### config.mk
export PLATFORM = sky130hd
export DESIGN_NAME = smbios_structure_table_matcher_top
export DESIGN_NICKNAME = d
export VERILOG_FILES = /design/src/hdl/smbios_stm_pkg.sv /design/src/hdl/smbios_structure_table_matcher_top.sv /design/src/hdl/smbios_stm_cfg.sv /design/src/hdl/smbios_stm_walk.sv /design/src/hdl/smbios_stm_outq.sv
export VERILOG_INCLUDE_DIRS = /design/src /design/src/hdl
export SDC_FILE = /design/constraint.sdc
export NUM_CORES = 1
export LEC_CHECK = 0
export BUFFER_PORTS_ARGS = -buffer_cell sky130_fd_sc_hd__buf_2
export CAP_MARGIN = 10
export CORE_MARGIN = 10
export CORE_UTILIZATION = 40
export CTS_CLUSTER_SIZE = 40
export DETAILED_ROUTE_END_ITERATION = 8
export PLACE_DENSITY_LB_ADDON = 0.12
export RECOVER_POWER = 50
export SLEW_MARGIN = 20
export SYNTH_ARGS = -nofsm -noshare
export SYNTH_HDL_FRONTEND = slang
export SYNTH_HIERARCHICAL = 1
export SYNTH_SLANG_ARGS = --single-unit
### constraint.sdc
create_clock -name clk_i -period 9.43 [get_ports clk_i]
set_clock_uncertainty 0.1 [all_clocks]
set_input_delay 1.4145 -clock clk_i [delete_from_list [all_inputs] [get_ports clk_i]]
set_output_delay 1.4145 -clock clk_i [all_outputs]
set_load 0.005 [all_outputs]
### src/hdl/smbios_structure_table_matcher_top_assert.svh
// ---------------------------------------------------------------------------
// Assertion macros for the SMBIOS structure table matcher
// Concurrent checks, clocked and disabled during reset.
// ---------------------------------------------------------------------------
`ifndef SMBIOS_STRUCTURE_TABLE_MATCHER_TOP_ASSERT_SVH
`define SMBIOS_STRUCTURE_TABLE_MATCHER_TOP_ASSERT_SVH

// The consequent must hold in the same cycle as the antecedent.
`define SMBIOS_STM_ASSERT_SAME(name, clk, rstn, ante, cons, msg) \
  name: assert property (@(posedge clk) disable iff (!rstn) (ante) |-> (cons)) \
    else $error(msg);

// The consequent must hold in the cycle after the antecedent.
`define SMBIOS_STM_ASSERT_NEXT(name, clk, rstn, ante, cons, msg) \
  name: assert property (@(posedge clk) disable iff (!rstn) (ante) |=> (cons)) \
    else $error(msg);

`endif

### src/hdl/smbios_stm_pkg.sv
// ---------------------------------------------------------------------------
// SMBIOS structure table matcher package
// Shared types, register indexes and helper functions.
// ---------------------------------------------------------------------------
package smbios_stm_pkg;

  localparam int unsigned CfgIdxW  = 3;
  localparam int unsigned CfgDataW = 16;
  localparam logic [7:0]  MinLen   = 8'd4;
  localparam logic [15:0] Max16    = 16'hFFFF;

  typedef enum logic [CfgIdxW-1:0] {
    CfgReportAll   = 3'd0,
    CfgTypeCheck   = 3'd1,
    CfgTypeValue   = 3'd2,
    CfgHandleCheck = 3'd3,
    CfgHandleValue = 3'd4,
    CfgMatchIndex  = 3'd5,
    CfgTableBytes  = 3'd6,
    CfgStructLimit = 3'd7
  } cfg_idx_e;

  typedef struct packed {
    logic        report_all;
    logic        type_check;
    logic [7:0]  type_value;
    logic        handle_check;
    logic [15:0] handle_value;
    logic [15:0] match_index;
    logic [15:0] table_bytes;
    logic [15:0] structure_limit;
  } cfg_t;

  typedef struct packed {
    logic        kind;
    logic [15:0] offset;
    logic [7:0]  etype;
    logic [7:0]  elength;
    logic [15:0] handle;
    logic [15:0] number;
    logic        found;
    logic        last;
  } result_t;

  // Results produced by one table byte: slot b is only used when slot a is.
  typedef struct packed {
    logic    push_a;
    logic    push_b;
    result_t res_a;
    result_t res_b;
  } push_t;

  typedef struct packed {
    logic fire;
    logic stopped;
  } walk_stat_t;

  function automatic logic [15:0] sat_inc16(logic [15:0] v);
    return (v == Max16) ? v : v + 16'd1;
  endfunction

endpackage

### src/hdl/smbios_structure_table_matcher_top.sv
// ---------------------------------------------------------------------------
// SMBIOS structure table matcher
// Walks an SMBIOS structure table byte by byte and reports matching entries.
// ---------------------------------------------------------------------------
// Table bytes arrive on the input request channel (in_valid_i / in_ready_o);
// table_start_i marks byte 0 of a walk and abandons any walk in progress.
// Results leave on the output request channel (out_valid_o / out_ready_i):
// match reports, then one finish result with last_o set.
// Configuration must be written through cfg_we_i / cfg_idx_i / cfg_wdata_i
// only while no walk is in progress; the block does not enforce this.
// Each byte is registered, then walked and its results written to a small
// result queue, from which they are offered in order: a finish that follows
// a match report from the same byte is offered after that report. One byte
// is accepted per cycle while the queue has room for two results, which a
// receiver that keeps up always leaves. When the receiver stalls, the queue
// fills and in_ready_o falls; nothing is lost. After reset the walker is
// idle until a byte with table_start_i, the configuration registers are
// zero and the queue is empty.
// ---------------------------------------------------------------------------
`include "smbios_structure_table_matcher_top_assert.svh"

module smbios_structure_table_matcher_top #(
  parameter int unsigned OutDepth = 4
) (
  input  logic        clk_i,
  input  logic        rst_ni,
  input  logic        cfg_we_i,
  input  logic [2:0]  cfg_idx_i,
  input  logic [15:0] cfg_wdata_i,
  input  logic        in_valid_i,
  output logic        in_ready_o,
  input  logic        table_start_i,
  input  logic [7:0]  table_byte_i,
  output logic        out_valid_o,
  input  logic        out_ready_i,
  output logic        result_kind_o,
  output logic [15:0] entry_offset_o,
  output logic [7:0]  entry_type_o,
  output logic [7:0]  entry_length_o,
  output logic [15:0] entry_handle_o,
  output logic [15:0] match_number_o,
  output logic        found_any_o,
  output logic        last_o
);

  localparam int unsigned CntW = $clog2(OutDepth + 1);

  smbios_stm_pkg::cfg_t       cfg;
  smbios_stm_pkg::push_t      push;
  smbios_stm_pkg::walk_stat_t stat;
  smbios_stm_pkg::result_t    res;
  logic                       room;
  logic [CntW-1:0]            q_count;

  smbios_stm_cfg u_cfg (
    .clk_i       (clk_i),
    .rst_ni      (rst_ni),
    .cfg_we_i    (cfg_we_i),
    .cfg_idx_i   (cfg_idx_i),
    .cfg_wdata_i (cfg_wdata_i),
    .cfg_o       (cfg)
  );

  smbios_stm_walk u_walk (
    .clk_i         (clk_i),
    .rst_ni        (rst_ni),
    .cfg_i         (cfg),
    .in_valid_i    (in_valid_i),
    .in_ready_o    (in_ready_o),
    .table_start_i (table_start_i),
    .table_byte_i  (table_byte_i),
    .room_i        (room),
    .push_o        (push),
    .stat_o        (stat)
  );

  smbios_stm_outq #(
    .Depth (OutDepth)
  ) u_outq (
    .clk_i       (clk_i),
    .rst_ni      (rst_ni),
    .push_i      (push),
    .room_o      (room),
    .out_valid_o (out_valid_o),
    .out_ready_i (out_ready_i),
    .out_o       (res),
    .count_o     (q_count)
  );

  assign result_kind_o  = res.kind;
  assign entry_offset_o = res.offset;
  assign entry_type_o   = res.etype;
  assign entry_length_o = res.elength;
  assign entry_handle_o = res.handle;
  assign match_number_o = res.number;
  assign found_any_o    = res.found;
  assign last_o         = res.last;

  `SMBIOS_STM_ASSERT_SAME(a_queue_bound, clk_i, rst_ni, 1'b1,
    q_count <= CntW'(OutDepth), "result queue holds more than its depth")
  `SMBIOS_STM_ASSERT_SAME(a_second_is_finish, clk_i, rst_ni, push.push_b,
    push.push_a && push.res_b.last && push.res_b.kind, "second result is not a finish")
  `SMBIOS_STM_ASSERT_NEXT(a_finish_stops, clk_i, rst_ni,
    (push.push_a && push.res_a.last) || push.push_b, stat.stopped,
    "walk still running after its finish result")
  `SMBIOS_STM_ASSERT_SAME(a_ready_with_room, clk_i, rst_ni, room, in_ready_o,
    "input stalled although the result queue has room")

endmodule

### src/hdl/smbios_stm_cfg.sv
// ---------------------------------------------------------------------------
// SMBIOS structure table matcher configuration registers
// Write-only register file, one register written per enabled cycle.
// ---------------------------------------------------------------------------
module smbios_stm_cfg (
  input  logic                                 clk_i,
  input  logic                                 rst_ni,
  input  logic                                 cfg_we_i,
  input  logic [smbios_stm_pkg::CfgIdxW-1:0]   cfg_idx_i,
  input  logic [smbios_stm_pkg::CfgDataW-1:0]  cfg_wdata_i,
  output smbios_stm_pkg::cfg_t                 cfg_o
);

  smbios_stm_pkg::cfg_t cfg_q, cfg_d;

  always_comb begin
    cfg_d = cfg_q;
    if (cfg_we_i) begin
      case (smbios_stm_pkg::cfg_idx_e'(cfg_idx_i))
        smbios_stm_pkg::CfgReportAll:   cfg_d.report_all      = cfg_wdata_i[0];
        smbios_stm_pkg::CfgTypeCheck:   cfg_d.type_check      = cfg_wdata_i[0];
        smbios_stm_pkg::CfgTypeValue:   cfg_d.type_value      = cfg_wdata_i[7:0];
        smbios_stm_pkg::CfgHandleCheck: cfg_d.handle_check    = cfg_wdata_i[0];
        smbios_stm_pkg::CfgHandleValue: cfg_d.handle_value    = cfg_wdata_i[15:0];
        smbios_stm_pkg::CfgMatchIndex:  cfg_d.match_index     = cfg_wdata_i[15:0];
        smbios_stm_pkg::CfgTableBytes:  cfg_d.table_bytes     = cfg_wdata_i[15:0];
        smbios_stm_pkg::CfgStructLimit: cfg_d.structure_limit = cfg_wdata_i[15:0];
        default: cfg_d = cfg_q;
      endcase
    end
  end

  always_ff @(posedge clk_i or negedge rst_ni) begin
    if (!rst_ni) begin
      cfg_q <= '0;
    end else begin
      cfg_q <= cfg_d;
    end
  end

  assign cfg_o = cfg_q;

endmodule

### src/hdl/smbios_stm_walk.sv
// ---------------------------------------------------------------------------
// SMBIOS structure table matcher walker
// Input byte register followed by the per-byte structure walk and match.
// ---------------------------------------------------------------------------
module smbios_stm_walk (
  input  logic                       clk_i,
  input  logic                       rst_ni,
  input  smbios_stm_pkg::cfg_t       cfg_i,
  input  logic                       in_valid_i,
  output logic                       in_ready_o,
  input  logic                       table_start_i,
  input  logic [7:0]                 table_byte_i,
  input  logic                       room_i,
  output smbios_stm_pkg::push_t      push_o,
  output smbios_stm_pkg::walk_stat_t stat_o
);

  logic        in_valid_q;
  logic        in_start_q;
  logic [7:0]  in_byte_q;
  logic        fire;

  logic [15:0] pos_q, pos_d, estart_q, estart_d, seen_q, seen_d, mcount_q, mcount_d;
  logic [7:0]  off_q, off_d, ctype_q, ctype_d, clen_q, clen_d;
  logic [15:0] chandle_q, chandle_d;
  logic        instr_q, instr_d, pz_q, pz_d, stopped_q, stopped_d, rep_q, rep_d;
  smbios_stm_pkg::push_t push;

  assign fire       = in_valid_q && room_i;
  assign in_ready_o = !in_valid_q || fire;

  always_comb begin
    logic                    done;
    logic                    hit;
    smbios_stm_pkg::result_t fin;
    done      = 1'b0;
    hit       = 1'b0;
    pos_d     = pos_q;
    estart_d  = estart_q;
    seen_d    = seen_q;
    mcount_d  = mcount_q;
    off_d     = off_q;
    ctype_d   = ctype_q;
    clen_d    = clen_q;
    chandle_d = chandle_q;
    instr_d   = instr_q;
    pz_d      = pz_q;
    stopped_d = stopped_q;
    rep_d     = rep_q;
    push      = '0;
    fin       = '0;

    if (in_start_q) begin
      pos_d     = '0;
      estart_d  = '0;
      seen_d    = '0;
      mcount_d  = '0;
      off_d     = '0;
      ctype_d   = '0;
      clen_d    = '0;
      chandle_d = '0;
      instr_d   = 1'b0;
      pz_d      = 1'b0;
      rep_d     = 1'b0;
      stopped_d = 1'b0;
      if (!((cfg_i.table_bytes != 16'd0) && (cfg_i.structure_limit != 16'd0))) begin
        fin.kind     = 1'b1;
        fin.last     = 1'b1;
        push.push_a  = 1'b1;
        push.res_a   = fin;
        stopped_d    = 1'b1;
        done         = 1'b1;
      end
    end

    if (!done && !stopped_d) begin
      pos_d = smbios_stm_pkg::sat_inc16(pos_d);
      if (!instr_d) begin
        case (off_d)
          8'd0: ctype_d = in_byte_q;
          8'd1: clen_d  = (in_byte_q < smbios_stm_pkg::MinLen) ?
                          smbios_stm_pkg::MinLen : in_byte_q;
          8'd2: chandle_d = {8'd0, in_byte_q};
          8'd3: begin
            chandle_d = {in_byte_q, chandle_d[7:0]};
            hit = (!cfg_i.type_check || (ctype_d == cfg_i.type_value)) &&
                  (!cfg_i.handle_check || (chandle_d == cfg_i.handle_value));
          end
          default: ctype_d = ctype_d;
        endcase
        if (hit) begin
          mcount_d = smbios_stm_pkg::sat_inc16(mcount_d);
          if ((cfg_i.match_index == 16'd0) || (mcount_d == cfg_i.match_index)) begin
            push.push_a         = 1'b1;
            push.res_a.kind     = 1'b0;
            push.res_a.offset   = estart_d;
            push.res_a.etype    = ctype_d;
            push.res_a.elength  = clen_d;
            push.res_a.handle   = chandle_d;
            push.res_a.number   = mcount_d;
            push.res_a.found    = 1'b0;
            push.res_a.last     = 1'b0;
            rep_d               = 1'b1;
            if (!(cfg_i.report_all && (cfg_i.match_index == 16'd0))) begin
              fin.kind    = 1'b1;
              fin.last    = 1'b1;
              fin.number  = mcount_d;
              fin.found   = 1'b1;
              push.push_b = 1'b1;
              push.res_b  = fin;
              stopped_d   = 1'b1;
              done        = 1'b1;
            end
          end
        end
        if (!done) begin
          if ((off_d >= 8'd3) && (({1'b0, off_d} + 9'd1) >= {1'b0, clen_d})) begin
            instr_d = 1'b1;
            pz_d    = 1'b0;
          end else begin
            off_d = off_d + 8'd1;
          end
        end
      end else if ((in_byte_q == 8'd0) && pz_d) begin
        // Double zero closes the string list: next structure or end of walk.
        seen_d    = smbios_stm_pkg::sat_inc16(seen_d);
        estart_d  = pos_d;
        off_d     = '0;
        ctype_d   = '0;
        clen_d    = '0;
        chandle_d = '0;
        instr_d   = 1'b0;
        pz_d      = 1'b0;
        if (!((pos_d < cfg_i.table_bytes) && (seen_d < cfg_i.structure_limit))) begin
          fin.kind    = 1'b1;
          fin.last    = 1'b1;
          fin.number  = mcount_d;
          fin.found   = rep_d;
          push.push_a = 1'b1;
          push.res_a  = fin;
          stopped_d   = 1'b1;
        end
      end else begin
        pz_d = (in_byte_q == 8'd0);
      end
    end
  end

  always_ff @(posedge clk_i) begin
    if (in_ready_o) begin
      in_start_q <= table_start_i;
      in_byte_q  <= table_byte_i;
    end
  end

  always_ff @(posedge clk_i or negedge rst_ni) begin
    if (!rst_ni) begin
      in_valid_q <= 1'b0;
      pos_q      <= '0;
      estart_q   <= '0;
      seen_q     <= '0;
      mcount_q   <= '0;
      off_q      <= '0;
      ctype_q    <= '0;
      clen_q     <= '0;
      chandle_q  <= '0;
      instr_q    <= 1'b0;
      pz_q       <= 1'b0;
      stopped_q  <= 1'b1;
      rep_q      <= 1'b0;
    end else begin
      if (in_ready_o) begin
        in_valid_q <= in_valid_i;
      end
      if (fire) begin
        pos_q     <= pos_d;
        estart_q  <= estart_d;
        seen_q    <= seen_d;
        mcount_q  <= mcount_d;
        off_q     <= off_d;
        ctype_q   <= ctype_d;
        clen_q    <= clen_d;
        chandle_q <= chandle_d;
        instr_q   <= instr_d;
        pz_q      <= pz_d;
        stopped_q <= stopped_d;
        rep_q     <= rep_d;
      end
    end
  end

  always_comb begin
    push_o        = push;
    push_o.push_a = push.push_a && fire;
    push_o.push_b = push.push_b && fire;
  end

  assign stat_o.fire    = fire;
  assign stat_o.stopped = stopped_q;

endmodule

### src/hdl/smbios_stm_outq.sv
// ---------------------------------------------------------------------------
// SMBIOS structure table matcher result queue
// Small register queue taking up to two results per cycle, one out per cycle.
// ---------------------------------------------------------------------------
module smbios_stm_outq #(
  parameter int unsigned Depth = 4
) (
  input  logic                    clk_i,
  input  logic                    rst_ni,
  input  smbios_stm_pkg::push_t   push_i,
  output logic                    room_o,
  output logic                    out_valid_o,
  input  logic                    out_ready_i,
  output smbios_stm_pkg::result_t out_o,
  output logic [$clog2(Depth+1)-1:0] count_o
);

  localparam int unsigned PtrW = (Depth > 1) ? $clog2(Depth) : 1;
  localparam int unsigned CntW = $clog2(Depth + 1);

  smbios_stm_pkg::result_t slots_q [Depth];
  logic [PtrW-1:0] wp_q, wp_d, rp_q, rp_d, wp_b;
  logic [CntW-1:0] cnt_q, cnt_d;
  logic            pop;

  function automatic logic [PtrW-1:0] ptr_inc(logic [PtrW-1:0] p);
    return (p == PtrW'(Depth - 1)) ? '0 : p + 1'b1;
  endfunction

  assign pop         = out_valid_o && out_ready_i;
  assign out_valid_o = (cnt_q != '0);
  assign out_o       = slots_q[rp_q];
  assign room_o      = (cnt_q <= CntW'(Depth - 2));
  assign count_o     = cnt_q;
  assign wp_b        = ptr_inc(wp_q);

  always_comb begin
    wp_d  = wp_q;
    rp_d  = rp_q;
    cnt_d = cnt_q;
    if (push_i.push_a) begin
      wp_d = wp_b;
      if (push_i.push_b) begin
        wp_d = ptr_inc(wp_b);
      end
    end
    if (pop) begin
      rp_d = ptr_inc(rp_q);
    end
    cnt_d = cnt_q + CntW'(push_i.push_a) + CntW'(push_i.push_b) - CntW'(pop);
  end

  always_ff @(posedge clk_i) begin
    if (push_i.push_a) begin
      slots_q[wp_q] <= push_i.res_a;
    end
    if (push_i.push_b) begin
      slots_q[wp_b] <= push_i.res_b;
    end
  end

  always_ff @(posedge clk_i or negedge rst_ni) begin
    if (!rst_ni) begin
      wp_q  <= '0;
      rp_q  <= '0;
      cnt_q <= '0;
    end else begin
      wp_q  <= wp_d;
      rp_q  <= rp_d;
      cnt_q <= cnt_d;
    end
  end

endmodule
==> impl_metrics.toml <==
[status]
outcome = "finished with violations"
failing_checks = "max-capacitance violations, max-slew violations"

[synthesis]
yosys_warnings = 6
mappedNetlistArea_um2 = 26400
postSynthCellCount = 2075
synthesis.area_per_instance_um2 = 12.7

[layout]
drive_above_1_share_pct = 24.9
num_antenna_cells = 0
final_common_cell = "sky130_fd_sc_hd__edfxtp_1"
layout_common_cells = "sky130_fd_sc_hd__edfxtp_1 (277), sky130_fd_sc_hd__mux2_2 (262), sky130_fd_sc_hd__dfrtp_1 (189)"
finish.net_count = 2211
synthToLayoutAreaGrowth_pct = 8.79

[setup_path]
largest_delay_contributor_family_on_the_critical_path = "simple AND/OR/NAND/NOR gates"
worst_setup_path_end_kind = "flop"
timing.critical_path.arrival_ns = 8.56
timing.critical_path.required_ns = 9.64
crit_slowest_cell = "sky130_fd_sc_hd__clkbuf_1"
worst_path_largest_cell_delay_ns = 1.31
timing.rr.end = "u_outq/slots_q[0][21]"
r2r-start = "u_walk/in_start_q"
buf_inv_on_cp = 4
reg2regPathDepth = 22
regToRegSetupSlack_ns = 1.08
path_class = "reg -> reg"
critical_path_peak_fanout = 41
startpoint_class = "flop"
cp_cell_sequence = "inv_1, clkbuf_1, nand2_1, or3_1, and3_1, nand4_1, inv_1, nand3_1, xor2_1, nor2_1, ha_1, a21o_1, a21o_1, a21oi_1, o2111ai_1, a311oi_1, o211a_1, or2_0, a31oi_1, nand2_1, nand2_4, buf_4"

[timing]
hold_viol = 0
min_period_over_period_pct = 88.5
setup_viol = 0
rsz0062_at_grt = "false"
timing.setup.tns_ns = 0
drv_slew = 267
maxSlewHeadroom_pct = -268
max_freq_ghz = 0.120
finalWorstPathRequiredPeriod_ns = 8.35
worst-slew-pin-transition_ns = 5.52
layout_setup_ws_ns = 1.08

[clock_network]
clock_sink_count = 468
cts_tree = "built"
cts_root_buffer = "sky130_fd_sc_hd__clkbuf_16"
hold_buffers = 0
post_cts_resized = 0
clk_transition_reported_paths_ns = 0.06
htreeDepth = 2
number_of_clock_buffers_inserted_by_tritoncts = 52
max-clock-path-buffers = 3
postCtsSetupBuffers = 0
insertion_delay_ns = 0.61

[drt]
detail_route.iter0.violations = 1349
postRouteAntennaNets = 0
drc = 0
dr.pass1.iters = 5
viasPerCell = 5.63
finalWirelength_um = 72600
vias = 17100
avgRoutedWirePerCell_um = 24.0

[worst_hold_path]
hold_path_end = "u_walk/estart_q[8]"
hold_path_depth = 2
holdCritPathClass = "reg -> reg"
min-delay-start = "u_walk/estart_q[8]"

[place]
place_ws_ns = 1.42
detailedPlacementHpwl_um = 48200
global_placer_s_final_weighted_congestion = 0.883
place.port_buffers = 101

[floorplan]
io_pins = 102
die-height_um = 277
rows = 94
die-area_um2 = 76700
core_um2 = 65600
die_x_um = 277
initial_core_utilization_pct = 40.3

[global_routing]
grt_util_all_layers_pct = 18.6
grt_antenna_before_repair = 0
maximum_number_of_pins_on_one_net_before_global_route_repair = 99
grt_first_pass_wirelength_um = 112000
final_global_route_overflow_total = 0
first_global_vias = 17600

[power]
power.clock.fraction_pct = 30.8
p_sw_mw = 2.20
p_comb_share_pct = 27.4
irDropWorstVdd_v = 0.000163
cellInternalPower_mw = 4.20
p_seq_share_pct = 41.8
power_per_cell_area_nw_per_um2 = 223
power.static_leakage_nw = 11.5
sw_frac_of_total_pct = 34.4

[job]
maxCapViolCount = 6
## metrics by stage
step | hold slack (ns) | instance area [um2] | std cells | util [%] | power [mW]
CTS | 0.375 | 29000 | 3028 | 44.2 | 6.53
finish | 0.372 | 28700 | 3028 | 43.8 | 6.40
floorplan | 0.335 | 26600 | 2122 | - | 3.80
global placement | 0.353 | 27400 | 2933 | 41.7 | 4.51
detailed placement | 0.362 | 27400 | 2933 | 41.7 | 4.53
global route | 0.395 | 28700 | 3028 | 43.8 | 6.76
## per-layer routing
layer  routed length [um]  vias up  GRT usage, %
met1                35300     8693          26.9
met2                33200      413          29.3
met4                 1160        0          3.54
met5                    0        -             0
li1                     -     7879             -
met3                 2950       76          2.49
## cell type report
type	instances	area [um2]
Inverter	74	278
Multi-Input combinational cell	1406	12100
Clock inverter	15	160
Fill cell	6099	36900
Timing Repair Buffer	121	559
Tap cell	864	1080
Sequential cell	468	13100
Clock buffer	80	1470
## tightest hold or removal path, stage by stage, from the launching register on
cell                      delay [ns]
sky130_fd_sc_hd__dfrtp_1        0.33
sky130_fd_sc_hd__nand2_1        0.04
sky130_fd_sc_hd__o21ai_0        0.06
## sequential cells by signal (all words and copies together) (netlist names), 2 cells and up
| signal | cells |
|---|---|
| u_cfg/cfg_o | 75 |
| u_outq/count_o | 3 |
| u_outq/rp_q | 2 |
| u_outq/slots_q | 268 |
| u_outq/wp_q | 2 |
| u_walk/chandle_q | 16 |
| u_walk/clen_q | 8 |
| u_walk/ctype_q | 8 |
| u_walk/estart_q | 16 |
| u_walk/in_byte_q | 8 |
| u_walk/mcount_q | 16 |
| u_walk/off_q | 8 |
| u_walk/pos_q | 16 |
| u_walk/seen_q | 16 |
## power groups by stage
stage	logic, mW	registers, mW	clock network (mW)
final	1.75	2.68	1.97
after global routing	1.93	2.71	2.11
after CTS	1.82	2.68	2.03
after detailed placement	1.81	2.72	0
after global placement	1.79	2.71	0
after floorplan	1.30	2.50	0
## how the worst max path moves through the flow
stage                                 start  slack [ns]  depth (start not counted)                     to
final                     u_walk/in_start_q        1.08                         22  u_outq/slots_q[0][21]
after global routing      u_walk/in_start_q        0.57                         16  u_outq/slots_q[1][62]
after CTS                 u_walk/in_start_q        1.39                         15   u_outq/slots_q[1][0]
after detailed placement  u_walk/in_start_q        1.42                         15  u_outq/slots_q[1][63]
after global placement    u_walk/in_start_q        1.53                         15  u_outq/slots_q[1][63]
after floorplan           u_walk/in_start_q        2.42                         29   u_outq/slots_q[3][0]
(Power assumes the default switching activity.)
